===== src/rtl/fixed_partition_allocator_macros.svh =====
// Assertion helpers used by the top-level allocator file.
`ifndef FIXED_PARTITION_ALLOCATOR_MACROS_SVH
`define FIXED_PARTITION_ALLOCATOR_MACROS_SVH

// Same-cycle implication, checked outside reset.
`define FPA_ASSERT_NOW(label, ante, cons) \
  label: assert property (@(posedge clk_i) disable iff (!rst_ni) (ante) |-> (cons)) \
    else $error("allocator check failed");

// Next-cycle implication, checked outside reset.
`define FPA_ASSERT_NEXT(label, ante, cons) \
  label: assert property (@(posedge clk_i) disable iff (!rst_ni) (ante) |=> (cons)) \
    else $error("allocator check failed");

`endif


===== src/rtl/fpa_pkg.sv =====
package fpa_pkg;

  localparam int NUM_PARTITIONS    = 5;
  localparam int LARGEST_PARTITION = 8;

  // Fixed field widths.
  localparam int ID_W      = 8;
  localparam int SIZE_W    = 4;
  localparam int INDEX_W   = 3;
  localparam int STATUS_W  = 2;
  localparam int POLICY_W  = 2;
  localparam int IN_DATA_W = 16;
  localparam int OUT_DATA_W = 8;

  localparam int IDX_W   = (NUM_PARTITIONS > 1) ? $clog2(NUM_PARTITIONS) : 1;
  localparam int PSIZE_W = $clog2(LARGEST_PARTITION + 1);
  localparam int CMP_W   = (PSIZE_W > SIZE_W) ? PSIZE_W : SIZE_W;

  // Operation codes.
  localparam logic OP_ALLOC   = 1'b0;
  localparam logic OP_RELEASE = 1'b1;

  // Fit policies.
  localparam logic [POLICY_W-1:0] POL_FIRST = 2'd0;
  localparam logic [POLICY_W-1:0] POL_NEXT  = 2'd1;
  localparam logic [POLICY_W-1:0] POL_BEST  = 2'd2;
  localparam logic [POLICY_W-1:0] POL_WORST = 2'd3;

  // Result status codes.
  localparam logic [STATUS_W-1:0] STAT_OK        = 2'd0;
  localparam logic [STATUS_W-1:0] STAT_NO_FIT    = 2'd1;
  localparam logic [STATUS_W-1:0] STAT_NOT_FOUND = 2'd2;

  typedef struct packed {
    logic accept;  // an input item is taken this cycle
    logic cfg_we;  // the policy register is written this cycle
  } ctrl_cmd_t;

  typedef struct packed {
    logic [STATUS_W-1:0] status;
    logic [INDEX_W-1:0]  index;
    logic                granted;
  } result_t;

  // Partition i holds max(LARGEST_PARTITION >> i, 1) units.
  function automatic logic [CMP_W-1:0] part_size(input int idx);
    int s;
    s = LARGEST_PARTITION >> idx;
    if (s == 0) begin
      s = 1;
    end
    return CMP_W'(s);
  endfunction

endpackage


===== src/rtl/fpa_ctrl.sv =====
module fpa_ctrl (
  input  logic              clk_i,
  input  logic              rst_ni,
  input  logic              in_valid_i,
  output logic              in_ready_o,
  output logic              out_valid_o,
  input  logic              out_ready_i,
  input  logic              cfg_valid_i,
  output logic              cfg_ready_o,
  output fpa_pkg::ctrl_cmd_t cmd_o
);
  import fpa_pkg::*;

  localparam logic ST_EMPTY = 1'b0;
  localparam logic ST_FULL  = 1'b1;

  logic state_q, state_d;
  logic accept;

  // The output register frees up in the same cycle the receiver takes it.
  assign in_ready_o  = (state_q == ST_EMPTY) || out_ready_i;
  assign accept      = in_valid_i && in_ready_o;
  assign out_valid_o = (state_q == ST_FULL);
  assign cfg_ready_o = 1'b1;

  assign cmd_o.accept = accept;
  assign cmd_o.cfg_we = cfg_valid_i;

  always_comb begin
    state_d = state_q;
    if (accept) begin
      state_d = ST_FULL;
    end else if (out_ready_i) begin
      state_d = ST_EMPTY;
    end
  end

  always_ff @(posedge clk_i or negedge rst_ni) begin
    if (!rst_ni) begin
      state_q <= ST_EMPTY;
    end else begin
      state_q <= state_d;
    end
  end

endmodule


===== src/rtl/fpa_datapath.sv =====
module fpa_datapath (
  input  logic                          clk_i,
  input  logic                          rst_ni,
  input  fpa_pkg::ctrl_cmd_t            cmd_i,
  input  logic                          operation_i,
  input  logic [fpa_pkg::ID_W-1:0]      process_id_i,
  input  logic [fpa_pkg::SIZE_W-1:0]    size_needed_i,
  input  logic [fpa_pkg::POLICY_W-1:0]  cfg_policy_i,
  output fpa_pkg::result_t              result_o
);
  import fpa_pkg::*;

  logic [ID_W-1:0]     owner_q [NUM_PARTITIONS];
  logic [IDX_W-1:0]    next_start_q;
  logic [POLICY_W-1:0] policy_q;
  result_t             result_q;

  logic [NUM_PARTITIONS-1:0] fit;
  logic [NUM_PARTITIONS-1:0] own_hit;
  logic [CMP_W-1:0]          need;

  logic             first_found, hi_found, best_found, worst_found, rel_found;
  logic [IDX_W-1:0] first_sel, hi_sel, best_sel, worst_sel, rel_sel;
  logic [CMP_W-1:0] best_size, worst_size;

  logic             alloc_found;
  logic [IDX_W-1:0] alloc_sel;
  logic             do_alloc, do_release;
  result_t          result_d;

  assign need = CMP_W'(size_needed_i);

  always_comb begin
    for (int i = 0; i < NUM_PARTITIONS; i++) begin
      fit[i]     = (owner_q[i] == '0) && (part_size(i) >= need);
      own_hit[i] = (owner_q[i] == process_id_i);
    end
  end

  // Priority searches over the partitions; sizes are constants per index.
  always_comb begin
    first_found = 1'b0;
    first_sel   = '0;
    hi_found    = 1'b0;
    hi_sel      = '0;
    rel_found   = 1'b0;
    rel_sel     = '0;
    for (int i = NUM_PARTITIONS - 1; i >= 0; i--) begin
      if (fit[i]) begin
        first_found = 1'b1;
        first_sel   = IDX_W'(i);
      end
      if (fit[i] && (IDX_W'(i) >= next_start_q)) begin
        hi_found = 1'b1;
        hi_sel   = IDX_W'(i);
      end
      if (own_hit[i]) begin
        rel_found = 1'b1;
        rel_sel   = IDX_W'(i);
      end
    end
  end

  always_comb begin
    best_found  = 1'b0;
    best_sel    = '0;
    best_size   = '0;
    worst_found = 1'b0;
    worst_sel   = '0;
    worst_size  = '0;
    for (int i = 0; i < NUM_PARTITIONS; i++) begin
      if (fit[i] && (!best_found || (part_size(i) < best_size))) begin
        best_found = 1'b1;
        best_sel   = IDX_W'(i);
        best_size  = part_size(i);
      end
      if (fit[i] && (!worst_found || (part_size(i) > worst_size))) begin
        worst_found = 1'b1;
        worst_sel   = IDX_W'(i);
        worst_size  = part_size(i);
      end
    end
  end

  always_comb begin
    unique case (policy_q)
      POL_FIRST: begin
        alloc_found = first_found;
        alloc_sel   = first_sel;
      end
      POL_NEXT: begin
        // Search from next_start to the top, then wrap to the bottom.
        alloc_found = first_found;
        alloc_sel   = hi_found ? hi_sel : first_sel;
      end
      POL_BEST: begin
        alloc_found = best_found;
        alloc_sel   = best_sel;
      end
      POL_WORST: begin
        alloc_found = worst_found;
        alloc_sel   = worst_sel;
      end
      default: begin
        alloc_found = 1'b0;
        alloc_sel   = '0;
      end
    endcase
  end

  always_comb begin
    do_alloc   = 1'b0;
    do_release = 1'b0;
    result_d   = '{status: STAT_NO_FIT, index: '0, granted: 1'b0};
    if (operation_i == OP_ALLOC) begin
      if ((process_id_i != '0) && alloc_found) begin
        do_alloc = 1'b1;
        result_d = '{status: STAT_OK, index: INDEX_W'(alloc_sel), granted: 1'b1};
      end
    end else begin
      result_d.status = STAT_NOT_FOUND;
      if ((process_id_i != '0) && rel_found) begin
        do_release = 1'b1;
        result_d = '{status: STAT_OK, index: INDEX_W'(rel_sel), granted: 1'b1};
      end
    end
  end

  always_ff @(posedge clk_i or negedge rst_ni) begin
    if (!rst_ni) begin
      for (int i = 0; i < NUM_PARTITIONS; i++) begin
        owner_q[i] <= '0;
      end
      next_start_q <= '0;
      policy_q     <= POL_FIRST;
    end else begin
      if (cmd_i.cfg_we) begin
        policy_q <= cfg_policy_i;
      end
      if (cmd_i.accept && do_alloc) begin
        owner_q[alloc_sel] <= process_id_i;
        if (policy_q == POL_NEXT) begin
          next_start_q <= (alloc_sel == IDX_W'(NUM_PARTITIONS - 1)) ? '0 : alloc_sel + 1'b1;
        end
      end
      if (cmd_i.accept && do_release) begin
        owner_q[rel_sel] <= '0;
      end
    end
  end

  always_ff @(posedge clk_i) begin
    if (cmd_i.accept) begin
      result_q <= result_d;
    end
  end

  assign result_o = result_q;

endmodule


===== src/rtl/fixed_partition_allocator.sv =====
// Fixed partition allocator: five partitions of 8, 4, 2, 1 and 1 units.
// Input channel s_axis_*: tuser carries the operation (allocate or release),
// tdata the process id and the requested size. Every item gives exactly one
// result item on m_axis_*: grant flag, partition index and status.
// The fit policy (first, next, best or worst fit) is written through the
// cfg_* channel, which is always ready; write it only while the block is idle.
// An accepted item shows its result at the output from the next cycle on. The
// owner table is searched by parallel comparators in the cycle of acceptance, so
// one item per cycle is taken while the output is not stalled.
// The single output register holds a result until the receiver takes it; a new
// item is accepted in the same cycle that the held result is taken, so a stall
// at the output stops the input after one item.
// Reset frees all partitions, selects first fit and clears the next-fit start.
module fixed_partition_allocator (
  input  logic                             clk_i,
  input  logic                             rst_ni,
  input  logic                             s_axis_tvalid,
  output logic                             s_axis_tready,
  input  logic [fpa_pkg::IN_DATA_W-1:0]    s_axis_tdata,  // process_id, size_needed
  input  logic                             s_axis_tuser,  // operation
  output logic                             m_axis_tvalid,
  input  logic                             m_axis_tready,
  output logic [fpa_pkg::OUT_DATA_W-1:0]   m_axis_tdata,  // granted, partition_index, status
  input  logic                             cfg_valid_i,
  output logic                             cfg_ready_o,
  input  logic [fpa_pkg::POLICY_W-1:0]     cfg_data_i     // fit_policy
);
  import fpa_pkg::*;

  `include "fixed_partition_allocator_macros.svh"

  ctrl_cmd_t cmd;
  result_t   result;

  fpa_ctrl u_ctrl (
    .clk_i       (clk_i),
    .rst_ni      (rst_ni),
    .in_valid_i  (s_axis_tvalid),
    .in_ready_o  (s_axis_tready),
    .out_valid_o (m_axis_tvalid),
    .out_ready_i (m_axis_tready),
    .cfg_valid_i (cfg_valid_i),
    .cfg_ready_o (cfg_ready_o),
    .cmd_o       (cmd)
  );

  fpa_datapath u_datapath (
    .clk_i         (clk_i),
    .rst_ni        (rst_ni),
    .cmd_i         (cmd),
    .operation_i   (s_axis_tuser),
    .process_id_i  (s_axis_tdata[ID_W-1:0]),
    .size_needed_i (s_axis_tdata[ID_W +: SIZE_W]),
    .cfg_policy_i  (cfg_data_i),
    .result_o      (result)
  );

  assign m_axis_tdata = OUT_DATA_W'(result);

  // A granted result always reports success, a refused one reports index zero.
  `FPA_ASSERT_NOW(a_grant_ok, m_axis_tvalid && result.granted, result.status == STAT_OK)
  `FPA_ASSERT_NOW(a_refuse_idx, m_axis_tvalid && !result.granted, result.index == '0)
  // A held result blocks the input until it is taken.
  `FPA_ASSERT_NOW(a_stall_blocks, m_axis_tvalid && !m_axis_tready, !s_axis_tready)
  // An accepted item shows its result in the next cycle.
  `FPA_ASSERT_NEXT(a_result_next, s_axis_tvalid && s_axis_tready, m_axis_tvalid)

endmodule


===== config.mk =====
export PLATFORM = sky130hd
export DESIGN_NAME = fixed_partition_allocator
export DESIGN_NICKNAME = d
export VERILOG_FILES = /design/src/rtl/fpa_pkg.sv /design/src/rtl/fpa_ctrl.sv /design/src/rtl/fpa_datapath.sv /design/src/rtl/fixed_partition_allocator.sv
export VERILOG_INCLUDE_DIRS = /design/src /design/src/rtl
export SDC_FILE = /design/constraint.sdc
export NUM_CORES = 1
export LEC_CHECK = 0
export ABC_AREA = 0
export BUFFER_PORTS_ARGS = -buffer_cell sky130_fd_sc_hd__buf_2
export CORE_ASPECT_RATIO = 1.4
export CORE_MARGIN = 5
export CORE_UTILIZATION = 40
export CTS_BUF_LIST = sky130_fd_sc_hd__clkbuf_8
export CTS_CLUSTER_DIAMETER = 120
export CTS_CLUSTER_SIZE = 20
export DETAILED_ROUTE_END_ITERATION = 6
export PLACE_DENSITY = 0.63
export SLEW_MARGIN = 20
export SYNTH_ARGS = -nofsm -noshare
export SYNTH_HDL_FRONTEND = slang
export SYNTH_SLANG_ARGS = --single-unit

===== constraint.sdc =====
create_clock -name clk_i -period 2.35 [get_ports clk_i]
set_input_delay 0.1175 -clock clk_i [delete_from_list [all_inputs] [get_ports clk_i]]
set_output_delay 0.1175 -clock clk_i [all_outputs]
set_load 0.02 [all_outputs]

==> Yosys cells after proc, flatten, opt, wreduce, memory -nomap -nowiden <==
Cells that the tools add are included.
{ "classes": {"add_sub_neg": 1, "n_reduce_logical": 51, "eq_ne": 9, "muxes": 74, "magnitude_cmp": 21, "bitwise_logic": 5} }
{ "op_table": {"columns": ["cell", "n"], "rows": [
  ["$mux W40", 2],
  ["$mux W3", 19],
  ["$demux W8 S3", 2],
  ["$and A40 B40 Y40", 1],
  ["$bwmux W40", 1],
  ["$eq A8 B8 Y1", 5],
  ["$logic_not A8 Y1", 5],
  ["$not A40 Y40", 1],
  ["$mux W1", 32],
  ["$mux W4", 7],
  ["$logic_and A1 B1 Y1", 25],
  ["$mux W8", 2],
  ["$mux W6", 2],
  ["$pmux W3 S4", 1],
  ["$logic_or A1 B1 Y1", 9],
  ["$ge A4 B4 Y1 const B", 2],
  ["$gt A1 B4 Y1 const A", 2],
  ["$lt A1 B4 Y1 const A", 2],
  ["$lt A4 B1 Y1 const B", 2],
  ["$mux W2", 4],
  ["$not A3 Y4", 2],
  ["$reduce_bool A8 Y1", 1],
  ["$logic_not A1 Y1", 7],
  ["$ge A1 B3 Y1 const A", 2],
  ["other kinds (21)", 23]
]} }
{ "word_totals": {"in_bits": 24, "ff_bits": 52, "output_inout_bits": 11} }

==> Depth between registers and ports, before layout <==
{ "logic_depth": {"depth_word": 29, "ltp_mapped": 11, "ltp_nobuf": 10} }

==> Modules after synthesis <==
A second synthesis with hierarchy kept.
{ "hier_totals": {"cells_unflattened": 301, "area_unflattened_um2": 3027.9} }
{ "by_module_without_submodules": {"columns": ["mod", "instances", "area_per_inst_um2", "cells_per_inst"], "rows": [
  ["fpa_datapath", 1, 2929.1, 290],
  ["fpa_ctrl", 1, 80.1, 8],
  ["fixed_partition_allocator", 1, 18.8, 3]
]} }

==> Worst setup path before layout <==
OpenSTA, ideal clock, no wires.
{ "synth_path": {"path_kind": "register to register", "from": "register u_datapath.owner_q[8] (netlist name)", "to": "register u_datapath.next_start_q[1]", "t_arrival_ns": 2.122, "path_stages_with_launch": 9, "required_ns": 2.225, "path_buffers": 0, "setup_slack_ns": 0.103, "path_cell_list": "dfrtp_1 nor4_2 nand3_1 o21ai_2 a221oi_2 o32ai_4 inv_2 ha_1 mux2_2"} }
{ "synth_via": {"elab_chain_len": 14} }
{ "synth_rtl": {"columns": ["element", "line_no", "rtl"], "rows": [
  ["start, declared", "fpa_datapath.sv:13", "logic [ID_W-1:0] owner_q [NUM_PARTITIONS];"],
  ["start signal, assigned by index", "fpa_datapath.sv:141", "owner_q[alloc_sel] <= process_id_i;"],
  ["$logic_not A8 Y1 (*)", "fpa_datapath.sv:35", "fit[i] = (owner_q[i] == '0) && (part_size(i) >= need);"],
  ["$logic_and A1 B1 Y1 (*)", "fpa_datapath.sv:35", null],
  ["branches (longest 12 deep; another with $gt A1 B4 Y1)", null, null],
  ["end signal, assigned", "fpa_datapath.sv:143", "next_start_q <= (alloc_sel == IDX_W'(NUM_PARTITIONS - 1)) ? '0 : alloc_sel + 1'b1;"],
  ["end, declared", "fpa_datapath.sv:14", "logic [IDX_W-1:0] next_start_q;"]
]} }
Mark *: on every way between the ends.
A chain may end at the register's enable or synchronous reset.

==> Worst setup path in the final report <==
{ "layout_path": {"from": "register u_datapath.owner_q[27] (netlist name)", "to": "register u_datapath.owner_q[34] (netlist name)"} }
{ "layout_via": {"elab_chain_len": 26} }
{ "layout_rtl": {"columns": ["element", "line_no", "rtl"], "rows": [
  ["$logic_not A8 Y1", "fpa_datapath.sv:35", null],
  ["$logic_and A1 B1 Y1", "fpa_datapath.sv:35", null],
  ["$logic_and A1 B1 Y1 (on tied branches)", "fpa_datapath.sv:77, fpa_datapath.sv:72", null],
  ["$mux W4 (tied with other cells)", "fpa_datapath.sv:77", "if (fit[i] && (!worst_found || (part_size(i) > worst_size))) begin"],
  ["$gt A2 B4 Y1 (tied with other cells)", "fpa_datapath.sv:77", null],
  ["$logic_or A1 B1 Y1 (on tied branches)", "fpa_datapath.sv:77, fpa_datapath.sv:72", null],
  ["$logic_and A1 B1 Y1 (on tied branches)", "fpa_datapath.sv:77, fpa_datapath.sv:72", null],
  ["$mux W4 (tied with other cells)", "fpa_datapath.sv:77", null],
  ["[10 not listed]", null, null],
  ["$ge A4 B4 Y1 (implied by the code) / $lt A4 B1 Y1 (equally long branches)", "fpa_datapath.sv:141", null],
  ["$logic_and A1 B1 Y1 (implied by the code)", "fpa_datapath.sv:141", null],
  ["$mux W8 (implied by the code)", "fpa_datapath.sv:141", null],
  ["$demux W8 S3", "fpa_datapath.sv:141", null],
  ["$bwmux W40", "fpa_datapath.sv:141", null],
  ["$mux W40", "fpa_datapath.sv:140", "if (cmd_i.accept && do_alloc) begin"],
  ["$and A40 B40 Y40 (no line)", null, null],
  ["$mux W40 (*)", "fpa_datapath.sv:146", "if (cmd_i.accept && do_release) begin"]
]} }
Every way passes the cells marked *; elsewhere a longest branch is shown, timed or not.

==> results.json <==
{
  "synthDistinctLibCells": 53,
  "end_kind": "flop",
  "yosysSeqAreaShare_pct": 43.1,
  "fin_cells": 505,
  "fin_skew_ps": 8.20,
  "cts_made_buffers": 5,
  "slowest_delay_ps": 420,
  "fp.dieW_microns": 84.2,
  "cts_tree": "yes",
  "status": "finished, final reports clean",
  "grt_usage_pct": 18.0,
  "path_cells": "nor4_4 > nand4_4 > o211ai_1 > buf_4 > o22ai_1 > o31a_1 > or3_1 > buf_4 > o21ai_2",
  "die_h_microns": 114,
  "syn_to_final_growth_pct": 30.0,
  "required_ps": 2590,
  "fin_area_sq_um": 4010,
  "critPathLaunchType": "flop",
  "final_hold_viol_count": 0,
  "yosys.area_share.xor_xnor_pct": 11.3,
  "drt-total-wl_microns": 8720,
  "fin_crit_sh_pct": 98.9,
  "final_nets": 430,
  "vias": 2693,
  "muxShareOfSynthArea_pct": 1.78,
  "first_iter_violations": 134,
  "gr-total-overflow": 0,
  "clock-sinks": 52,
  "clkLatencyLatePin_ps": 310,
  "die-area_sq_um": 9600,
  "fillers": 714,
  "worst-path-max-fanout": 9,
  "first_global_vias": 2765,
  "synth_compound_area_share_pct": 16.9,
  "hpwl_microns": 6690,
  "avgSynthCellArea_sq_um": 9.59,
  "cts_max_path_buffers": 2,
  "crit_arrival_ps": 2570,
  "start_util_pct": 40.3,
  "io_buffers": 27,
  "synthCells": 322,
  "fmax_mhz": 430,
  "path_class": "flop to flop",
  "cpMaxStageDelayCell": "dfrtp_1",
  "n_antenna_cell": 0,
  "grt_max_degree": 20,
  "period_needed_ps": 2320,
  "drt_first_pass_iters": 4,
  "gp_congestion": 0.944,
  "hp-class": "input port to flop",
  "dp.cells": 491,
  "cpMostUsedCell": "buf_4",
  "drive_above_1_share_pct": 35.8,
  "vias_per_cell": 5.33,
  "utilization_pct": 52.4,
  "synth_fa_ha_area_share_pct": 0.811,
  "yosys_register_bits": 52,
  "rows": 38,
  "synth_top_flop_cell": "dfrtp_1",
  "synth_simple_gate_area_share_pct": 22.1,
  "root_buffer": "clkbuf_8",
  "synth_top_family_by_area": "simple AND/OR/NAND/NOR gates",
  "route.detailed.drc": 0,
  "antenna_found_initial": 0,
  "setup_viol": 0,
  "ys_async_sr_fraction_pct": 88.5,
  "placed_area_sq_um": 3680,
  "p_leak_nw": 1.76,
  "postRouteAntennaNets": 0,
  "grt_pass1_wl_microns": 13600,
  "rsz0062_at_grt": "yes",
  "drv_slew": 0,
  "drt-wirelength-per-cell_microns": 17.3,
  "ir_drop_v": 0.000369,
  "syn_area_sq_um": 3090,
  "ys_warn_count": 0,
  "clkSlewWorstSetupHoldPaths_ps": 90,
  "htree_num_levels": 2,
  "cap_violations": 0,
  "io_pins": 35,
  "coreArea_sq_um": 7650,
  "power_density_nw_per_um2": 1050,
  "synth-edff-count": 6
}
through the flow:
stage	power, mW	setup TNS, ps	hold WS (ps)	setup WS [ps]
finish	4.21	0	13.3	25.6
global route	4.48	-975	16.1	-85.6
CTS	4.03	0	12.5	8.01
detailed placement	3.31	-2420	85.7	-134
global placement	3.25	-2160	77.8	-115
floorplan	2.57	0	-178	103
layer usage:
metal | wire length (microns) | share of wire (%) | track usage [%]
met1 | 3260 | 37 | 19.6
met2 | 4880 | 56 | 33.6
met3 | 309 | 3.5 | 2.38
met4 | 282 | 3.2 | 8.91
met5 | 0 | 0 | 0
registers in the layout, indices dropped and copies added (netlist names):
| register | cells |
|---|---|
| u_datapath.policy_q | 2 |
| u_datapath.result_o | 6 |
| u_ctrl.out_valid_o | 1 |
| u_datapath.owner_q | 40 |
| u_datapath.next_start_q | 3 |
placed cells by master, fill, tap and decap left out, drive strengths merged, types with 9 or more instances in the layout:
master,count
nand3,9
xnor2,16
o21ai,39
xor2,24
nor2,10
buf,88
nor4,17
dfrtp,46
nand2,57
critical path, delay by kind of cell, from the launching register on:
kind | cells | cell delay [ps]
simple gates | 3 | 880
compound gates | 4 | 610
flops | 1 | 420
buf+inv | 2 | 350
synthesized netlist by cell type, types with 3 or more instances:
cell type,count,area [sq um]
buf_2,9,45.0
inv_1,5,18.8
and2_1,5,31.3
xnor2_1,16,140
o21ai_2,10,87.6
buf_4,4,30.0
xor2_1,24,210
a22o_1,8,70.1
dfrtp_1,46,1150
mux2_2,4,45.0
o21ai_0,27,135
nor2_1,10,37.5
nand2b_1,5,31.3
nand3_1,9,45.0
nor4_1,10,62.6
o31ai_1,3,22.5
nand4_1,7,43.8
o22ai_1,3,18.8
a21oi_1,8,40.0
nor4_2,6,75.1
edfxtp_1,6,180
nand2_1,56,210
cell families (layout without fill, tap and decap cells):
group | Yosys count | after routing
AOI/OAI and AO/OA | 75 | 75
xor gates and xnor gates | 40 | 40
adders and majority gates | 2 | 2
buffers and inverters | 21 | 103
DFF | 52 | 52
muxes | 5 | 5
other | 2 | 3
and+or+nand+nor | 125 | 125
final timing paths:
check                                                 start  cells past startpoint  slack (ps)                                 end
setup / recovery           u_datapath.owner_q[27]$_DFF_PN0_                      9          30    u_datapath.owner_q[34]$_DFF_PN0_
hold / removal                                s_axis_tvalid                      2          10      u_ctrl.out_valid_o$_DFFE_PN0P_
setup reg to reg           u_datapath.owner_q[27]$_DFF_PN0_                      9          30    u_datapath.owner_q[34]$_DFF_PN0_
hold reg to reg            u_datapath.owner_q[25]$_DFF_PN0_                      2         540    u_datapath.owner_q[25]$_DFF_PN0_
max in group asynchronous                            rst_ni                      3        1440     u_datapath.owner_q[5]$_DFF_PN0_
min in group asynchronous                            rst_ni                      2         300  u_datapath.policy_q[1]$_DFFE_PN0P_
what timing repair did:
item                                    CTS  global route
endpoints found under the setup margin   40            42
setup buffers                             1             4
pin swaps                                 3             5
hold buffers                              1             0
hold endpoints to repair                 17             0
gates resized for setup                   7            35
cell type report:
type	count	area [sq um]	area share (%)
Sequential cell	52	1330	33.2
Clock buffer	7	96.3	2.40
Multi-Input combinational cell	250	1800	44.7
Tap cell	100	125	3.12
Inverter	6	22.5	0.561
Clock inverter	1	30.0	0.748
Timing Repair Buffer	89	611	15.2
report_power, final:
part	switching (mW)	internal (mW)	total (mW)	leakage (nW)
sequential	0.326	1.21	1.54	0.650
clock	0.293	0.376	0.669	0.0645
combinational	0.966	1.03	2.00	1.04
total	1.59	2.62	4.21	1.76
Power figures use the tool's default switching activity.
